## config.mk

```make
export PLATFORM = sky130hd
export DESIGN_NAME = decimal_integer_range_check
export DESIGN_NICKNAME = d
export VERILOG_FILES = /design/src/design/dirc_pkg.sv /design/src/design/dirc_verdict.sv /design/src/design/decimal_integer_range_check.sv
export SDC_FILE = /design/constraint.sdc
export NUM_CORES = 1
export LEC_CHECK = 0
export BUFFER_PORTS_ARGS = -buffer_cell sky130_fd_sc_hd__buf_2
export CAP_MARGIN = 10
export CORE_AREA = 4 4 171 173
export DETAILED_ROUTE_END_ITERATION = 8
export DIE_AREA = 0 0 175 177
export PLACE_DENSITY = 0.73
export SLEW_MARGIN = 20
export SYNTH_ARGS = -nofsm -noshare
export SYNTH_HDL_FRONTEND = slang
export SYNTH_SLANG_ARGS = --single-unit
```

## constraint.sdc

```tcl
create_clock -name clk -period 4.8 [get_ports clk]
set_clock_uncertainty 0.1 [all_clocks]
set_input_delay 0 -clock clk [delete_from_list [all_inputs] [get_ports clk]]
set_output_delay 0 -clock clk [all_outputs]
set_load 0.005 [all_outputs]
```

## src/design/dirc_pkg.sv

```systemverilog
// Shared types and constants for the decimal integer range check.
`timescale 1ns / 1ps

package dirc_pkg;

	localparam int unsigned CountW = 5;
	localparam int unsigned MagW = 64;

	localparam logic [7:0] CHAR_MINUS = 8'h2D;
	localparam logic [7:0] CHAR_ZERO = 8'h30;
	localparam logic [7:0] CHAR_NINE = 8'h39;

	localparam logic [CountW-1:0] COUNT_SAT = 5'd20;
	localparam logic [CountW-1:0] DIGIT_CAP = 5'd19;

	localparam logic [MagW-1:0] MAX_MAGNITUDE_RST = 64'd2147483648;
	localparam logic [CountW-1:0] MAX_DIGITS_RST = 5'd10;

	localparam logic CFG_MAX_MAGNITUDE = 1'b0;
	localparam logic CFG_MAX_DIGITS = 1'b1;

	typedef enum logic [2:0] {
		REASON_OK = 3'd0,
		REASON_NO_DIGITS = 3'd1,
		REASON_TOO_MANY = 3'd2,
		REASON_NON_DIGIT = 3'd3,
		REASON_TOO_LARGE = 3'd4
	} reason_t;

	typedef struct packed {
		logic [CountW-1:0] digit_count;
		logic [MagW-1:0] magnitude_acc;
		logic is_negative;
		logic bad_char_seen;
	} str_t;

endpackage

```

## src/design/dirc_verdict.sv

```systemverilog
// Verdict logic: classifies one finished string against the configured bounds.
`timescale 1ns / 1ps

module dirc_verdict (
	input dirc_pkg::str_t str,
	input logic [63:0] max_magnitude,
	input logic [4:0] max_digits,
	output dirc_pkg::reason_t reason
);
	import dirc_pkg::*;

	logic [CountW-1:0] limit;

	assign limit = (max_digits > DIGIT_CAP) ? DIGIT_CAP : max_digits;

	always_comb begin
		if (str.digit_count == '0) begin
			reason = REASON_NO_DIGITS;
		end else if (str.digit_count > limit) begin
			reason = REASON_TOO_MANY;
		end else if (str.bad_char_seen) begin
			reason = REASON_NON_DIGIT;
		end else if (str.digit_count < limit) begin
			reason = REASON_OK;
		end else if (str.magnitude_acc < max_magnitude) begin
			reason = REASON_OK;
		end else if (str.magnitude_acc == max_magnitude && str.is_negative) begin
			reason = REASON_OK;
		end else begin
			reason = REASON_TOO_LARGE;
		end
	end

endmodule

```

## src/design/decimal_integer_range_check.sv

```systemverilog
// Top level of the decimal integer range check.
`timescale 1ns / 1ps

// A string enters one character per transfer on the slave stream: tdata holds
// the character, tlast marks its final character, and tuser set means the
// transfer carries no character and only ends the string. One verdict leaves
// on the master stream for each ended string: accepted in bit 0 and the
// reason code in bits 3 to 1. Intermediate characters produce no transfer.
// A character is taken every cycle unless an ending transfer waits for room.
// The ending transfer passes an update stage, which finishes the running digit
// count and magnitude, then a compare stage, which checks against the bounds
// and fills the output register. When the receiver stalls, the verdict holds
// in the output register while following characters keep flowing into the
// accumulator; a second ending transfer waits in the compare stage behind it,
// and a third one holds off the slave stream until the output register frees.
// Reset empties all stages, clears the string state and loads the default
// bounds of 2147483648 and ten digits. The user must write the bounds through
// the configuration port only while idle; the block does not enforce this.
module decimal_integer_range_check (
	input logic clk,
	input logic arst_n,
	input logic s_axis_tvalid,
	output logic s_axis_tready,
	input logic [7:0] s_axis_tdata, // [7:0] char_code
	input logic s_axis_tlast,
	input logic [0:0] s_axis_tuser, // [0] end_only
	output logic m_axis_tvalid,
	input logic m_axis_tready,
	output logic [7:0] m_axis_tdata, // [0] accepted, [3:1] reason, [7:4] zero
	input logic cfg_we,
	input logic [0:0] cfg_index,
	input logic [63:0] cfg_wdata
);
	import dirc_pkg::*;

	logic [MagW-1:0] max_magnitude_q;
	logic [CountW-1:0] max_digits_q;

	logic valid_s1;
	logic [7:0] char_s1;
	logic end_only_s1;
	logic last_s1;

	logic [CountW-1:0] digit_count_q;
	logic [MagW-1:0] magnitude_acc_q;
	logic is_negative_q;
	logic seen_first_q;
	logic bad_char_seen_q;

	logic valid_s2;
	str_t str_s2;

	logic out_valid_q;
	reason_t reason_q;

	logic ready_out;
	logic ready_s2;
	logic ends_s1;
	logic adv_s1;

	logic take;
	logic is_minus_first;
	logic is_digit;
	logic [3:0] digit_val;
	logic [CountW-1:0] count_nx;
	logic [MagW-1:0] acc_nx;
	logic neg_nx;
	logic bad_nx;
	logic [7:0] char_off;
	reason_t reason_c;

	assign ready_out = !out_valid_q || m_axis_tready;
	assign ready_s2 = !valid_s2 || ready_out;
	assign ends_s1 = end_only_s1 || last_s1;
	assign adv_s1 = valid_s1 && (!ends_s1 || ready_s2);
	assign s_axis_tready = !valid_s1 || adv_s1;

	always_ff @(posedge clk or negedge arst_n) begin
		if (!arst_n) begin
			max_magnitude_q <= MAX_MAGNITUDE_RST;
			max_digits_q <= MAX_DIGITS_RST;
		end else if (cfg_we) begin
			case (cfg_index)
				CFG_MAX_MAGNITUDE: max_magnitude_q <= cfg_wdata;
				CFG_MAX_DIGITS: max_digits_q <= cfg_wdata[CountW-1:0];
				default: ;
			endcase
		end
	end

	always_ff @(posedge clk or negedge arst_n) begin
		if (!arst_n) begin
			valid_s1 <= 1'b0;
		end else if (s_axis_tready) begin
			valid_s1 <= s_axis_tvalid;
		end
	end

	always_ff @(posedge clk) begin
		if (s_axis_tready && s_axis_tvalid) begin
			char_s1 <= s_axis_tdata;
			end_only_s1 <= s_axis_tuser[0];
			last_s1 <= s_axis_tlast;
		end
	end

	assign take = !end_only_s1;
	assign is_minus_first = !seen_first_q && (char_s1 == CHAR_MINUS);
	assign is_digit = (char_s1 >= CHAR_ZERO) && (char_s1 <= CHAR_NINE);
	assign char_off = char_s1 - CHAR_ZERO;
	assign digit_val = char_off[3:0];

	always_comb begin
		count_nx = digit_count_q;
		acc_nx = magnitude_acc_q;
		neg_nx = is_negative_q;
		bad_nx = bad_char_seen_q;
		if (take) begin
			if (is_minus_first) begin
				neg_nx = 1'b1;
			end else begin
				if (is_digit) begin
					if (digit_count_q < DIGIT_CAP) begin
						acc_nx = (magnitude_acc_q << 3) + (magnitude_acc_q << 1)
							+ {{(MagW-4){1'b0}}, digit_val};
					end
				end else begin
					bad_nx = 1'b1;
				end
				if (digit_count_q < COUNT_SAT) begin
					count_nx = digit_count_q + 5'd1;
				end
			end
		end
	end

	always_ff @(posedge clk or negedge arst_n) begin
		if (!arst_n) begin
			digit_count_q <= '0;
			magnitude_acc_q <= '0;
			is_negative_q <= 1'b0;
			seen_first_q <= 1'b0;
			bad_char_seen_q <= 1'b0;
		end else if (adv_s1) begin
			if (ends_s1) begin
				digit_count_q <= '0;
				magnitude_acc_q <= '0;
				is_negative_q <= 1'b0;
				seen_first_q <= 1'b0;
				bad_char_seen_q <= 1'b0;
			end else begin
				digit_count_q <= count_nx;
				magnitude_acc_q <= acc_nx;
				is_negative_q <= neg_nx;
				seen_first_q <= seen_first_q || take;
				bad_char_seen_q <= bad_nx;
			end
		end
	end

	always_ff @(posedge clk or negedge arst_n) begin
		if (!arst_n) begin
			valid_s2 <= 1'b0;
		end else if (ready_s2) begin
			valid_s2 <= adv_s1 && ends_s1;
		end
	end

	always_ff @(posedge clk) begin
		if (ready_s2 && adv_s1 && ends_s1) begin
			str_s2.digit_count <= count_nx;
			str_s2.magnitude_acc <= acc_nx;
			str_s2.is_negative <= neg_nx;
			str_s2.bad_char_seen <= bad_nx;
		end
	end

	dirc_verdict u_verdict (
		.str(str_s2),
		.max_magnitude(max_magnitude_q),
		.max_digits(max_digits_q),
		.reason(reason_c)
	);

	always_ff @(posedge clk or negedge arst_n) begin
		if (!arst_n) begin
			out_valid_q <= 1'b0;
		end else if (ready_out) begin
			out_valid_q <= valid_s2;
		end
	end

	always_ff @(posedge clk) begin
		if (ready_out && valid_s2) begin
			reason_q <= reason_c;
		end
	end

	assign m_axis_tvalid = out_valid_q;
	assign m_axis_tdata = {4'b0000, reason_q, (reason_q == REASON_OK)};

endmodule

```

Yosys cells after proc, flatten, opt, wreduce, memory -nomap -nowiden:

Cells that the tools add are included.

* bits in registers: 228
* output and inout port bits: 10
* word-level logic and storage cells: 83

* add/subtract/negate cells: 4
* order comparisons: 8
* equal/unequal tests: 2
* multiplexer cells: 23
* bitwise logic cells: 1
* reductions and logical operators: 26

Operator list (count)
* $mux 64: 5
* $add 64x4->64: 1
* $add 64x64->64: 1
* $eq 64x64->1: 1
* $lt 64x64->1: 1
* $mux 5: 5
* $lt 5x5->1 const B: 2
* $logic_and 1x1->1: 9
* $eq 8x6->1 const B: 1
* $ge 8x6->1 const B: 1
* $le 8x6->1 const B: 1
* $mux 1: 8
* $mux 2: 4
* $logic_not 1->1: 6
* $logic_or 1x1->1: 6
* $add 5x1->5 const B: 1
* $gt 5x5->1: 1
* $gt 5x5->1 const B: 1
* $logic_not 5->1: 1
* $lt 5x5->1: 1
* $reduce_or 5->1: 1
* $reduce_and 2->1: 2
* $sub 4x1->4 const B: 1
* $logic_not 3->1: 1
* 2 further kinds: 2

Longest topological paths before layout:

* word-level depth: 7
* mapped depth: 13
* mapped depth without buffers: 13

Cells and area by module:

Synthesis repeated with hierarchy kept, for this count alone.

* cell total of the unflattened synthesis: 1482
* area, all modules: 14794.2 µm²

Modules (own cells, without submodules)
* decimal_integer_range_check: times used 1, cells each 1224, area each 12988.7 µm²
* dirc_verdict: times used 1, cells each 258, area each 1805.5 µm²

Least setup slack after synthesis:

No wires, ideal clock.

* kind: register to register
* from: register end_only_s1
* to: register str_s2[0] (netlist bit), enable pin
* data arrival time: 3.898 ns
* slack: 0.299 ns
* stages on the path, launching flop included: 4
* buffers on the path: 0
* period minus slack after synthesis: 4.501 ns
* path through: edfxtp_1 nor2_1 o21ai_1 nor2_1

* word-level cells in the longest chain between the ends: 6

Ends and longest elaborated chain
* from (decl): line decimal_integer_range_check.sv:41 `logic end_only_s1;`
* from (signal assigned): line decimal_integer_range_check.sv:102 `end_only_s1 <= s_axis_tuser[0];`
* $logic_or 1x1->1 *: line decimal_integer_range_check.sv:74 `assign ends_s1 = end_only_s1 || last_s1;`
* $logic_not 1->1: line decimal_integer_range_check.sv:75 `assign adv_s1 = valid_s1 && (!ends_s1 || ready_s2);`
* $logic_or 1x1->1: line decimal_integer_range_check.sv:75
* $logic_and 1x1->1: line decimal_integer_range_check.sv:75
* $logic_and 1x1->1: line decimal_integer_range_check.sv:170 `if (ready_s2 && adv_s1 && ends_s1) begin`
* $logic_and 1x1->1 *: line decimal_integer_range_check.sv:170
* to (decl): line decimal_integer_range_check.sv:51 `str_t str_s2;`

Mark *: on every way between the ends. The rest lies on a longest branch, timed or not.
A chain may end at the register's enable or synchronous reset.

Worst setup path in the final report:

* from: register magnitude_acc_q[2]
* to: register str_s2[34] (netlist bit) (data pin)

* word-level cells in the longest chain between the ends: 6

Ends and longest elaborated chain
* from (decl): line decimal_integer_range_check.sv:45 `logic [MagW-1:0] magnitude_acc_q;`
* from (signal assigned): line decimal_integer_range_check.sv:153 `magnitude_acc_q <= acc_nx;`
* $add 64x64->64: line decimal_integer_range_check.sv:124 `acc_nx = (magnitude_acc_q << 3) + (magnitude_acc_q << 1)`
* $add 64x4->64: line decimal_integer_range_check.sv:125 `+ {{(MagW-4){1'b0}}, digit_val};`
* $mux 64: line decimal_integer_range_check.sv:123 `if (digit_count_q < DIGIT_CAP) begin`
* $mux 64: line decimal_integer_range_check.sv:122 `if (is_digit) begin`
* $mux 64: line decimal_integer_range_check.sv:119 `if (is_minus_first) begin`
* $mux 64: line decimal_integer_range_check.sv:118 `if (take) begin`
* net acc_nx[32]: line decimal_integer_range_check.sv:66 `logic [MagW-1:0] acc_nx;`

The timed path passes the listed nets, and every way through them passes these cells.

==> flow_results.org <==
** Layout
- The sequential cells in the finished layout cover a total of 0.006130 mm².
- Area delta synth->final :: 20.76%
- Counting the fill cells in the layout gives between 2000 and 2500.
- After the flow finishes, the layout carries non-filler instances totaling 2163.
- Of the cells placed in the final design, the portion with a size suffix greater than 1 is 9.860%.
- Leaving out fill and tap cells, the most frequent cell in the layout is sky130_fd_sc_hd__nand2_1.
- In the layout the commonest cells are sky130_fd_sc_hd__nand2_1, sky130_fd_sc_hd__o21ai_0, sky130_fd_sc_hd__ha_1.
- The repair_antennas step left the layout with diodes totalling 0.
- For this run, the post-layout net count is 2039.
- Summing all multi-input logic gate instances after layout gives approximately 0.008 mm².

** Routing
- Vias per Instance :: 5.860
- Starting DRT DRC Count :: ~1200
- Via count of the routed design :: around 13000
- Number of remaining DRC errors :: 0
- Post-Route WL :: 41510 µm
- Routed Antenna Nets :: 0
- In the final routed layout, each cell accounts on average for 19.19 µm.
- The first detailed-routing pass ran for 7 iterations.

** Clock tree
- H-tree Lvls :: 1
- Post-CTS timing repair inserted 0 buffers for setup.
- The clock passes through at most 3 buffers.
- Clock tree synthesis found a total of 228 sinks.
- Clock tree from TritonCTS :: done
- Clock Pin Slew Worst Setup and Hold Paths :: 60 ps
- The root buffer cell chosen for the clock tree is sky130_fd_sc_hd__clkbuf_16.
- TritonCTS created 26 clock buffers.
- Worst-Skew Late Latency :: 530 ps

** Yosys
- After synthesis, flip-flops and latches occupy 41.40% of the total area.
- Cell count after synthesis :: 1570
- FF+latch count, synth :: 228
- Post-Synthesis Cell Area :: 0.01481 mm²
- The average instance in the mapped netlist occupies 9.430 µm².
- Cell variety after synth :: 70
- EDFF count, synth :: 84
- For this run, the number of Yosys warnings is 0.
- In the synthesized netlist the dominant register cell turns out to be sky130_fd_sc_hd__dfrtp_1.
- In the synthesized netlist the async set-or-reset flop fraction comes to 63.16%.

** Worst setup path
- Traced cell by cell, the critical path runs through inv_1 > fa_1 > inv_1 > fa_1 > a21o_1 > a311oi_1 > or4b_4 > nand3_1 > a211oi_2 > o21bai_1 > a311o_1 > xnor2_1 > o21ai_0.
- Peak per-stage delay on the critical path :: 510 ps
- For the worst setup path, the data arrival time is 4250 ps.
- The setup path with the least slack is of type reg2reg.
- Among all stages on the critical path, the largest delay is contributed by sky130_fd_sc_hd__fa_1.
- The cell family contributing the most delay on the critical path is compound AO/OA/AOI/OAI gates.
- The worst setup path is captured at a register.
- The worst setup path is launched from a register.
- WP buf/inv :: 2
- Required time of the critical path :: 4960 ps
- CP Max Fanout :: 3

** Floorplanning
- Placeable core area :: 0.02763 mm²
- For this configuration, the core starts out at a cell density of 53.59%.
- During I/O placement, the number of pins put on the boundary was 90.
- Area enclosed by the die boundary :: 0.03098 mm²
- Die extent in x :: 175 µm
- The floorplan has 61 rows.
- From bottom edge to top edge, the die measures between 150 and 200 µm.

** Global route
- Initial antenna violation count :: 0
- After global routing the overflow that remains totals 0.
- Global-route total usage across every layer :: approximately a quarter
- Vias in the first global route :: approximately 12000
- Global-route wire length before repair :: 66590 µm
- Entering global routing, the biggest net connects 75 pins.

** Run status
- Outcome :: complete, no violations

** Place
- Buffers placed on the I/O ports in this run total 85.
- Place WS :: 777.1 ps
- Last weighted congestion value of the routability-driven placer :: between 0.9 and 1
- Once detailed placement completed, the half-perimeter wirelength came to 27560 µm.
- Dpl cells :: approximately 2000

** Flow run
- The tool flagged a number of max-cap violations equal to 0.

** STA
- Across all hold checks on the routed design, the worst slack comes to 80.24 ps.
- Setup total negative slack on the finished layout was measured at 0 ps.
- Dividing the final minimum period by the clock period gives 85.32%.
- Worst setup margin :: between 700 and 800 ps
- Setup repair after global routing missed its margin :: false
- For the pin with the worst max-slew slack, the measured transition is 997.3 ps.
- Max Transition Viols Final :: 0
- Counting I/O delays and the setup requirement, the final critical path takes 4095 ps.
- Setup violations remaining at the end of the flow were counted as 0.
- Based on the critical path, the design can be clocked at up to approximately 240 MHz.
- The final count of hold timing violations is 0.
- Measured against its own limit, the worst slew margin works out to 33.37%.

** Pwr
- Final Power :: a little over 5 mW
- VDD sags by at most 0.0002180 V.
- Leakage power :: 8.309 nW
- Power spread over the standard cell area amounts to 283.8 mW/mm².

** Worst hold path
- The worst hold path belongs to the class in2reg.
==> final timing paths <==
path	startpoint	to	slack [ps]	cells past startpoint
max	magnitude_acc_q[2]$_DFFE_PN0P_	str_s2[34]$_DFFE_PP_	700	13
min	s_axis_tdata[6]	char_s1[6]$_DFFE_PP_	80	2
max reg2reg	magnitude_acc_q[2]$_DFFE_PN0P_	str_s2[34]$_DFFE_PP_	700	13
min reg2reg	seen_first_q$_DFFE_PN0P_	seen_first_q$_DFFE_PN0P_	370	2
max in group asynchronous	arst_n	magnitude_acc_q[19]$_DFFE_PN0P_	3270	4
min in group asynchronous	arst_n	max_magnitude_q[48]$_DFFE_PN0P_	440	4
==> flip-flops by register name, indices dropped and copies added, names as in the netlist <==
name	flops
end_only_s1	1
last_s1	1
is_negative_q	1
m_axis_tvalid	1
seen_first_q	1
str_s2	71
reason_q	3
valid_s1	1
bad_char_seen_q	1
valid_s2	1
magnitude_acc_q	64
max_digits_q	5
digit_count_q	5
char_s1	8
max_magnitude_q	64
==> cells in the mapped netlist (11+ instances only) <==
| cell type | n | share of area, % |
|---|---|---|
| sky130_fd_sc_hd__o21bai_1 | 14 | 0.71 |
| sky130_fd_sc_hd__xor2_1 | 26 | 1.5 |
| sky130_fd_sc_hd__nand2_1 | 250 | 6.3 |
| sky130_fd_sc_hd__mux2_2 | 11 | 0.84 |
| sky130_fd_sc_hd__o21ai_0 | 198 | 6.7 |
| sky130_fd_sc_hd__ha_1 | 192 | 16 |
| sky130_fd_sc_hd__nand4_1 | 27 | 1.1 |
| sky130_fd_sc_hd__nand3_1 | 22 | 0.74 |
| sky130_fd_sc_hd__edfxtp_1 | 84 | 17 |
| sky130_fd_sc_hd__a21o_1 | 50 | 2.5 |
| sky130_fd_sc_hd__clkbuf_1 | 58 | 1.5 |
| sky130_fd_sc_hd__nor2_1 | 60 | 1.5 |
| sky130_fd_sc_hd__inv_1 | 92 | 2.3 |
| sky130_fd_sc_hd__a21oi_1 | 93 | 3.1 |
| sky130_fd_sc_hd__dfrtp_1 | 141 | 24 |
| sky130_fd_sc_hd__a22o_1 | 27 | 1.6 |
| sky130_fd_sc_hd__nand2b_1 | 11 | 0.46 |
| sky130_fd_sc_hd__xnor2_1 | 35 | 2.1 |
| sky130_fd_sc_hd__o21ai_1 | 11 | 0.37 |
| sky130_fd_sc_hd__o21a_1 | 12 | 0.61 |
==> routing by layer <==
layer	vias to the layer above	share of wire, %	GRT usage [%]
met2	447	45	42.20
met3	73	6.9	3.610
met4	0	1.8	5.237
met5	-	0	0
li1	6031	-	-
met1	6124	46	39.05
==> report_power, final <==
group          switching [mW]  internal [mW]  leakage, nW
sequential             0.0697           2.17         2.71
combinational           0.379          0.303         5.13
clock                   0.812           1.34        0.472
total                    1.26           3.81         8.31
==> area by class of cell <==
type / count / share of cell area (%)
Clock inverter: 9 / 0.5249
Inverter: 92 / 1.932
Multi-Input combinational cell: 1189 / 45.43
Timing Repair Buffer: 228 / 10.39
Clock buffer: 39 / 4.794
Tap cell: 378 / 2.645
Sequential cell: 228 / 34.29
==> per-stage QoR <==
| stage | util, % | cell area [µm²] |
|---|---|---|
| finish | 64.71 | 17880 |
| global route | 64.71 | 17880 |
| CTS | 64.71 | 17880 |
| detailed placement | 56.45 | 15600 |
| global placement | 56.45 | 15600 |
| floorplan | - | 14820 |
==> cells by family (layout without fill, tap and decap cells) <==
family          after synthesis  count (layout)  share of synthesized area [%]
compound gates              480             480                          20.11
simple gates                437             437                          13.32
flops                       228             228                          41.40
fa+ha+maj                   194             194                          16.50
buf+inv                     156             368                          4.065
xor+xnor                     61              61                          3.609
mux                          13              13                         0.9719
other cells                   1               4                        0.02533
==> worst register-to-register path, delay by kind of cell (launching register included) <==
kind                       cells  cell delay [ps]
and+or+nand+nor                2              400
buffers and inverters          2              160
adders and majority gates      2              970
AOI/OAI and AO/OA              6             1630
xor gates and xnor gates       1              170
DFF                            1              400
==> timing repair <==
action                                 in CTS  in global routing
resized for setup                           0                  0
endpoints found under the hold margin     236                  0
hold buffers                              132                  0
Power figures use the tool's default switching activity.
